===== src/hw/rtl/bcd_pkg.sv =====
package bcd_pkg;

	localparam int unsigned TICK_W    = 16;
	localparam int unsigned SINCE_W   = 17;
	localparam int unsigned CLICK_W   = 4;
	localparam int unsigned KIND_W    = 2;
	localparam int unsigned CFG_IDX_W = 2;

	localparam logic [CLICK_W-1:0] CLICK_FIELD_MAX = '1;
	localparam logic [SINCE_W-1:0] SINCE_SAT       = '1;

	localparam int unsigned MAX_CLICKS_DEF = 15;

	localparam logic [TICK_W-1:0] DEBOUNCE_RST = 16'd50;
	localparam logic [TICK_W-1:0] LONG_RST     = 16'd3000;
	localparam logic [TICK_W-1:0] GAP_RST      = 16'd500;

	localparam logic [CFG_IDX_W-1:0] REG_DEBOUNCE = 2'd0;
	localparam logic [CFG_IDX_W-1:0] REG_LONG     = 2'd1;
	localparam logic [CFG_IDX_W-1:0] REG_GAP      = 2'd2;

	localparam logic [KIND_W-1:0] EV_NONE   = 2'd0;
	localparam logic [KIND_W-1:0] EV_CLICKS = 2'd1;
	localparam logic [KIND_W-1:0] EV_LONG   = 2'd2;

	typedef struct packed {
		logic [TICK_W-1:0] debounce_ticks;
		logic [TICK_W-1:0] long_press_ticks;
		logic [TICK_W-1:0] gap_ticks;
	} cfg_t;

	typedef struct packed {
		logic [KIND_W-1:0]  event_kind;
		logic [CLICK_W-1:0] clicks;
		logic               press_cue;
	} result_t;

endpackage


===== src/hw/rtl/bcd_engine.sv =====
module bcd_engine #(
	parameter int unsigned MAX_CLICKS = bcd_pkg::MAX_CLICKS_DEF
) (
	input  logic            clk,
	input  logic            arst_n,
	input  logic            adv,
	input  logic            level,
	input  bcd_pkg::cfg_t    cfg,
	output bcd_pkg::result_t res
);
	import bcd_pkg::*;

	localparam logic [CLICK_W-1:0] TALLY_CAP =
		(MAX_CLICKS > int'(CLICK_FIELD_MAX)) ? CLICK_FIELD_MAX : CLICK_W'(MAX_CLICKS);

	logic               prev_level_q;
	logic               long_seen_q;
	logic [CLICK_W-1:0] click_tally_q;
	logic [SINCE_W-1:0] since_press_q;
	logic [TICK_W-1:0]  lockout_left_q;

	logic               prev_level_d;
	logic               long_seen_d;
	logic [CLICK_W-1:0] click_tally_d;
	logic [SINCE_W-1:0] since_press_d;
	logic [TICK_W-1:0]  lockout_left_d;

	logic [SINCE_W-1:0] since_inc;
	logic [TICK_W-1:0]  lockout_dec;
	logic               rise;
	logic               fall;
	logic               long_hit;

	always_comb begin
		since_inc   = (since_press_q == SINCE_SAT) ? since_press_q : since_press_q + 1'b1;
		lockout_dec = (lockout_left_q != '0) ? lockout_left_q - 1'b1 : lockout_left_q;
		rise        = level & ~prev_level_q;
		fall        = ~level & prev_level_q;

		prev_level_d   = prev_level_q;
		long_seen_d    = long_seen_q;
		click_tally_d  = click_tally_q;
		since_press_d  = since_inc;
		lockout_left_d = lockout_dec;
		long_hit       = 1'b0;
		res            = '{event_kind: EV_NONE, clicks: '0, press_cue: 1'b0};

		if (lockout_dec == '0) begin
			if (rise) begin
				since_press_d = '0;
				long_seen_d   = 1'b0;
				res.press_cue = 1'b1;
			end
			long_hit = level && (since_press_d > {1'b0, cfg.long_press_ticks}) && !long_seen_d;
			if (long_hit) begin
				res.press_cue  = 1'b1;
				res.event_kind = EV_LONG;
				long_seen_d    = 1'b1;
			end else begin
				if (fall) begin
					lockout_left_d = cfg.debounce_ticks;
					if (!long_seen_d) begin
						if (click_tally_d < TALLY_CAP) begin
							click_tally_d = click_tally_d + 1'b1;
						end
					end else begin
						click_tally_d = '0;
					end
				end
				if (!level && (since_press_d > {1'b0, cfg.gap_ticks}) && (click_tally_d != '0)) begin
					res.event_kind = EV_CLICKS;
					res.clicks     = click_tally_d;
					click_tally_d  = '0;
				end
			end
			prev_level_d = level;
		end
	end

	always_ff @(posedge clk or negedge arst_n) begin
		if (!arst_n) begin
			prev_level_q   <= 1'b0;
			long_seen_q    <= 1'b0;
			click_tally_q  <= '0;
			since_press_q  <= SINCE_SAT;
			lockout_left_q <= '0;
		end else if (adv) begin
			prev_level_q   <= prev_level_d;
			long_seen_q    <= long_seen_d;
			click_tally_q  <= click_tally_d;
			since_press_q  <= since_press_d;
			lockout_left_q <= lockout_left_d;
		end
	end

endmodule


===== src/hw/rtl/button_click_and_long_press_decoder_top.sv =====
// Button click and long-press decoder. Each input transfer is one tick carrying the sampled
// button level and yields exactly one result transfer (event_kind, clicks, press_cue).
// Throughput is one tick per clock unless in_stall is high: the tick is registered; when it
// advances, the decoder state is updated and the result goes into a two-entry output queue.
// out_valid is high whenever the queue holds a result. Input stall rises only when the output
// queue is full and a registered tick is waiting. Configuration registers (0 debounce,
// 1 long press, 2 gap, all in ticks) may be written only while the block is idle; writes
// to other indices are dropped.
module button_click_and_long_press_decoder_top #(
	parameter int unsigned MAX_CLICKS = bcd_pkg::MAX_CLICKS_DEF
) (
	input  logic                           clk,
	input  logic                           arst_n,
	input  logic                           cfg_wen,
	input  logic [bcd_pkg::CFG_IDX_W-1:0]  cfg_idx,
	input  logic [bcd_pkg::TICK_W-1:0]     cfg_wdata,
	input  logic                           in_valid,
	output logic                           in_stall,
	input  logic                           button_level,
	output logic                           out_valid,
	input  logic                           out_stall,
	output logic [bcd_pkg::KIND_W-1:0]     event_kind,
	output logic [bcd_pkg::CLICK_W-1:0]    clicks,
	output logic                           press_cue
);
	import bcd_pkg::*;

	cfg_t    cfg_q;
	logic    valid_s1;
	logic    level_s1;
	logic    adv_s1;
	logic    push;
	logic    pop;
	result_t res;
	result_t queue_q [2];
	logic    rd_ptr_q;
	logic    wr_ptr_q;
	logic [1:0] count_q;

	always_ff @(posedge clk or negedge arst_n) begin
		if (!arst_n) begin
			cfg_q.debounce_ticks   <= DEBOUNCE_RST;
			cfg_q.long_press_ticks <= LONG_RST;
			cfg_q.gap_ticks        <= GAP_RST;
		end else if (cfg_wen) begin
			unique case (cfg_idx)
				REG_DEBOUNCE: cfg_q.debounce_ticks   <= cfg_wdata;
				REG_LONG:     cfg_q.long_press_ticks <= cfg_wdata;
				REG_GAP:      cfg_q.gap_ticks        <= cfg_wdata;
				default:      ;
			endcase
		end
	end

	assign in_stall  = valid_s1 && (count_q == 2'd2);
	assign adv_s1    = valid_s1 && (count_q != 2'd2);
	assign push      = adv_s1;
	assign out_valid = (count_q != 2'd0);
	assign pop       = out_valid && !out_stall;

	always_ff @(posedge clk or negedge arst_n) begin
		if (!arst_n) begin
			valid_s1 <= 1'b0;
		end else if (!in_stall) begin
			valid_s1 <= in_valid;
		end
	end

	always_ff @(posedge clk) begin
		if (in_valid && !in_stall) begin
			level_s1 <= button_level;
		end
	end

	bcd_engine #(
		.MAX_CLICKS(MAX_CLICKS)
	) u_engine (
		.clk    (clk),
		.arst_n (arst_n),
		.adv    (adv_s1),
		.level  (level_s1),
		.cfg    (cfg_q),
		.res    (res)
	);

	always_ff @(posedge clk or negedge arst_n) begin
		if (!arst_n) begin
			rd_ptr_q <= 1'b0;
			wr_ptr_q <= 1'b0;
			count_q  <= 2'd0;
		end else begin
			if (push) begin
				wr_ptr_q <= ~wr_ptr_q;
			end
			if (pop) begin
				rd_ptr_q <= ~rd_ptr_q;
			end
			unique case ({push, pop})
				2'b10:   count_q <= count_q + 2'd1;
				2'b01:   count_q <= count_q - 2'd1;
				default: count_q <= count_q;
			endcase
		end
	end

	always_ff @(posedge clk) begin
		if (push) begin
			queue_q[wr_ptr_q] <= res;
		end
	end

	assign event_kind = queue_q[rd_ptr_q].event_kind;
	assign clicks     = queue_q[rd_ptr_q].clicks;
	assign press_cue  = queue_q[rd_ptr_q].press_cue;

`ifndef NO_ASSERTIONS
	a_count_bound: assert property (@(posedge clk) disable iff (!arst_n)
		count_q <= 2'd2)
		else $error("output queue count out of range");

	a_stall_cause: assert property (@(posedge clk) disable iff (!arst_n)
		in_stall |-> (valid_s1 && out_valid))
		else $error("input stalled without a waiting tick and full queue");

	a_clicks_only_burst: assert property (@(posedge clk) disable iff (!arst_n)
		(out_valid && (event_kind != EV_CLICKS)) |-> (clicks == '0))
		else $error("click count on a non-burst result");

	a_long_cue: assert property (@(posedge clk) disable iff (!arst_n)
		(out_valid && (event_kind == EV_LONG)) |-> press_cue)
		else $error("long press without cue");

	a_kind_legal: assert property (@(posedge clk) disable iff (!arst_n)
		out_valid |-> ((event_kind == EV_NONE) || (event_kind == EV_CLICKS) ||
			(event_kind == EV_LONG)))
		else $error("illegal event kind");
`endif

endmodule

===== config.mk =====
export PLATFORM = sky130hd
export DESIGN_NAME = button_click_and_long_press_decoder_top
export DESIGN_NICKNAME = d
export VERILOG_FILES = /design/src/hw/rtl/bcd_pkg.sv /design/src/hw/rtl/bcd_engine.sv /design/src/hw/rtl/button_click_and_long_press_decoder_top.sv
export SDC_FILE = /design/constraint.sdc
export NUM_CORES = 1
export LEC_CHECK = 0
export ABC_AREA = 1
export CAP_MARGIN = 15
export CORE_MARGIN = 2
export CORE_UTILIZATION = 47
export CTS_CLUSTER_DIAMETER = 60
export DETAILED_ROUTE_END_ITERATION = 16
export DONT_BUFFER_PORTS = 1
export SYNTH_ARGS = -nofsm -noshare
export SYNTH_HDL_FRONTEND = slang
export SYNTH_SLANG_ARGS = --single-unit

===== constraint.sdc =====
create_clock -name clk -period 10.9 [get_ports clk]
set_input_delay 1.635 -clock clk [delete_from_list [all_inputs] [get_ports clk]]
set_output_delay 1.635 -clock clk [all_outputs]
set_load 0.03 [all_outputs]

Word level (Yosys, flattened, before mapping)

Memory sizes are Yosys's and may differ from the RTL's.
Index checks and enable logic that the tools add are counted.
W data, S select, Z words.

RAM bits: 14
Memories kept: 1
Bits in registers: 93
Bits of input ports: 24

Memories:

| name    | depth | width | read ports | clocked after memory_dff | write ports | line                                          | RTL |
|---|---|---|---|---|---|---|---|
| queue_q | 2     | 7     | 1          | 0                        | 1           | button_click_and_long_press_decoder_top.sv:35 | `result_t queue_q [2];` |

Eq/ne operators: 7
Magnitude comparators: 3
Bitwise gates (word level): 7
Mux-type cells: 26
Reductions and logical operators: 23
$add $sub $neg: 5

Operators by type and width:

| cell                    | count |
|---|---|
| $mux W17                | 4 |
| $mux W16                | 4 |
| $gt A17 B16 Y1          | 2 |
| $mux W4                 | 7 |
| $add A17 B1 Y17 const B | 1 |
| $eq A17 B17 Y1 const B  | 1 |
| $logic_not A16 Y1       | 1 |
| $reduce_bool A16 Y1     | 1 |
| $sub A16 B1 Y16 const B | 1 |
| $logic_and A1 B1 Y1     | 8 |
| $reduce_and A2 Y1       | 4 |
| $mux W1                 | 7 |
| $mux W7                 | 1 |
| $eq A2 B2 Y1 const B    | 3 |
| $mux W5                 | 1 |
| $not A1 Y1              | 5 |
| $add A4 B1 Y4 const B   | 1 |
| $eq A2 B1 Y1 const B    | 2 |
| $logic_not A1 Y1        | 4 |
| $lt A4 B4 Y1 const B    | 1 |
| $pmux W2 S2             | 1 |
| $reduce_bool A2 Y1      | 2 |
| $reduce_bool A4 Y1      | 1 |
| $reduce_and A3 Y1       | 1 |
| 6 further kinds         | 7 |

Logic depth before layout (Yosys ltp)

Depth after elaboration: 14
Gate-level depth with buffers: 27
Mapped depth without buffers: 27

Hierarchy

From an unflattened synthesis, not the netlist that was laid out.

Cell total of the unflattened synthesis: 863
Area total of the unflattened synthesis: 6815.3 um2

Modules (own cells, without submodules):

| module                                  | instances | cells an instance | area an instance (um2) |
|---|---|---|---|
| bcd_engine                              | 1         | 615               | 3963.8 |
| button_click_and_long_press_decoder_top | 1         | 248               | 2851.5 |

Worst setup path after synthesis

OpenSTA, ideal clock, no wires.

Path kind: reg2reg
From: register u_engine.since_press_q[0]
To: memory queue_q[0][3] in the netlist's numbering (data pin)
Data arrival time: 3.266 ns
Stages on the path, launching flop included: 23
Clock period less this slack: 3.545 ns
Setup time: 0.280 ns
Slack: 7.355 ns
Buffers on the path: 0
Cell sequence: dfstp_2 ha_1 nand3_1 nor2_1 nand3_2 nand4_1 nor4_1 nand2_1 nor2_1 nand2_1 xor2_1 inv_1 nor2_1 ha_1 nand2_1 nor4b_1 nand4_1 nor4_1 nor2_1 nand2_1 nor2_1 nand2_1 nor2_1

RTL lines:

| element                | line                                          | RTL |
|---|---|---|
| from (decl)            | bcd_engine.sv:19                              | `logic [SINCE_W-1:0] since_press_q;` |
| from (signal assigned) | bcd_engine.sv:91                              | `since_press_q <= since_press_d;` |
| to (decl)              | button_click_and_long_press_decoder_top.sv:35 |  |

==> metrics <==
RSZ-0062 raised after global routing=false; EDFF count, synth=15; die area=14500 µm²; Slew headroom=0.260; Max Fclk=236 MHz; Yosys top cell area share=0.232; Total Routed Length=15500 µm; Routed Antenna Nets=0; status=finished, final reports clean; gr usage total=0.230; Layout Skew=5.61 ps; Pwr Density=216 nW/µm²; vias in the first global route=5203; Die H=120 µm; count leader, synth=nand2_1; Worst-Skew Late Latency=360 ps; synth unique cells=42; CTS tree=done; element type at the critical path start=register; CP endpoint kind=register; largest net degree at the start of global routing=93; Hold Vio Cnt, Final=0; Hold WS=487 ps; H-tree levels=3; Core Region=13200 µm²; max_cap viols=0; flop and latch count out of synthesis=107; Initial Utilization=0.480; post-synthesis sequential area ratio=0.439; VDD IR-drop max=103 µV; CP required=10980 ps; post-synthesis async set-or-reset flop share=0.860; setup TNS=0 ps; Leak Pwr=3.31 nW; TritonCTS Buffers=9; # rows=42; antenna violations before repair=0; Port Buf Inserts=0; syn_nets=891; routed via count=5238; IO Count=33; WP data arrival=4330 ps; Synth Flop Type=dfrtp_1; DRC viols=0; Post-DP HPWL=11500 µm; global-route wire length before repair=26000 µm; Core Util, Final=0.516; setup bufs post-CTS=0; worst hold path class=register to register; Netlist Area Pre-Place=6360 µm²; CTS Buffer Depth=2; post-detailed-route wirelength per cell=15.4 µm; Placer Congestion=0.974; share of cells above drive strength 1=0.0829; final setup fails=0; post-cts sizing count=0; total gr overflow=0; drt first-iter violations=351; Die Wd=120 µm; clk slew on worst S/H paths=70 ps; minimum clock period=4250 ps; Worst Max-Slew Pin Slew=1110 ps; Ys Warns=0; post-synth top area cell=dfrtp_1; ranking of synthesized cells by area=dfrtp_1 (23%), nand2_1 (14%), dfstp_2 (14%), edfxtp_1 (7.1%), inv_1 (7.0%); syn_area_per_cell=7.62 µm²; DRT Pass-1 Iters=5; vias per cell=5.20; clock sink total=107; Pins Over Slew Limit=0; P&R area growth vs syn=7.36%; hold_buf cts=0; Inserted Diodes=0; critical path class=register to register; Root Driver=clkbuf_16; most common library cells after synthesis=nand2_1 (233), inv_1 (119), o21ai_0 (87), nor2_1 (70), dfrtp_1 (59); Nets=883; fin crit share=0.389; Post-Synthesis Cells=835; crit-path max FO=7
path summary, 6_finish.rpt:
kind / start / cells after the start / endpoint / slack (ps)
worst max-delay path: u_engine.since_press_q[0]$_DFFE_PN1P_ / 22 / queue_q[0][3]$_DFFE_PP_ / 6650
worst min-delay path: cfg_q[11]$_DFFE_PN0P_ / 2 / cfg_q[11]$_DFFE_PN0P_ / 490
worst max register to register: u_engine.since_press_q[0]$_DFFE_PN1P_ / 22 / queue_q[0][3]$_DFFE_PP_ / 6650
worst min register to register: cfg_q[11]$_DFFE_PN0P_ / 2 / cfg_q[11]$_DFFE_PN0P_ / 490
max in group asynchronous: arst_n / 0 / u_engine.since_press_q[11]$_DFFE_PN1P_ / 9710
min in group asynchronous: arst_n / 0 / u_engine.lockout_left_q[15]$_DFFE_PN0P_ / 960
cells in the final DEF, fill, tap and decap left out, types with 2 or more instances in the layout:
| master | instances |
|---|---|
| nor2_1 | 70 |
| nand3_2 | 3 |
| nor2_2 | 4 |
| o21ai_1 | 17 |
| nand2_2 | 2 |
| clkinv_4 | 2 |
| edfxtp_1 | 15 |
| inv_1 | 119 |
| dfstp_2 | 33 |
| dfrtp_1 | 59 |
| a31oi_1 | 4 |
| a21oi_1 | 18 |
| nor3_1 | 13 |
| a211oi_1 | 4 |
| nor4_1 | 5 |
| buf_4 | 3 |
| ha_1 | 32 |
| xnor2_1 | 3 |
| a21boi_1 | 5 |
| nand2_1 | 233 |
| nand3b_1 | 2 |
| xor2_1 | 23 |
| clkinv_1 | 2 |
| nand4_1 | 11 |
| clkbuf_16 | 9 |
| o21ai_0 | 87 |
| nand3_1 | 33 |
registers in the layout, summed over array words and instances, names as in the netlist, 2 cells and up:
| register | flops |
|---|---|
| u_engine.since_press_q | 17 |
| u_engine.click_tally_q | 4 |
| queue_q | 14 |
| count_q | 2 |
| cfg_q | 48 |
| u_engine.lockout_left_q | 16 |
through the flow:
step,cell area (µm²),cells,power (mW),worst slack [ps]
2_1_floorplan,6360,835,1.02,7350
3_3_place_gp,6510,990,1.15,6830
3_5_place_dp,6510,990,1.16,6740
4_1_cts,6790,1006,1.48,6730
5_1_grt,6830,1008,1.59,6130
6_report,6830,1008,1.47,6650
cells by family (layout without fill, tap and decap cells):
group                      count (synthesis)  after routing  synth area share
DFF                                      107            107             0.439
adders and majority gates                 32             32            0.0629
muxes                                      1              1           0.00157
xor gates and xnor gates                  26             26            0.0358
buffers and inverters                    146            143            0.0889
and+or+nand+nor                          381            381             0.252
AOI/OAI and AO/OA                        142            142             0.119
critical path, cell delays in order, from the launching register on:
cell	delay (ps)
dfstp_2	390
ha_1	220
nand3_1	150
nor2_1	90
nand3_2	150
nand4_1	180
nor4_1	320
nand2_1	120
nor2_1	260
nand2_1	100
xor2_1	170
inv_1	60
nor2_1	60
ha_1	320
nand2_1	80
nor4b_1	390
nand4_1	140
nor4_1	280
nor2_1	60
nand2_1	140
nor2_1	80
nand2_1	120
nor2_1	70
routing by layer:
| metal | wire [µm] | GRT usage | vias to the layer above |
|---|---|---|---|
| met1 | 7250 | 0.300 | 2450 |
| met2 | 7430 | 0.392 | 111 |
| met5 | 0 | 0 | - |
| met3 | 637 | 0.0410 | 16 |
| li1 | - | - | 2661 |
| met4 | 229 | 0.0690 | 0 |
layout make-up:
type	count	area (µm²)
Timing Repair Buffer	5	65.1
Clock inverter	6	48.8
Tap cell	176	220
Inverter	122	459
Fill cell	1326	6410
Clock buffer	10	229
Multi-Input combinational cell	582	3010
Sequential cell	107	2790
power by group:
| part | internal (mW) | leakage (nW) | switching (mW) |
|---|---|---|---|
| sequential | 0.511 | 1.23 | 0.0729 |
| combinational | 0.179 | 1.95 | 0.393 |
| clock | 0.158 | 0.133 | 0.158 |
| total | 0.848 | 3.31 | 0.624 |
Note: power is estimated with default switching activity, not from simulation.
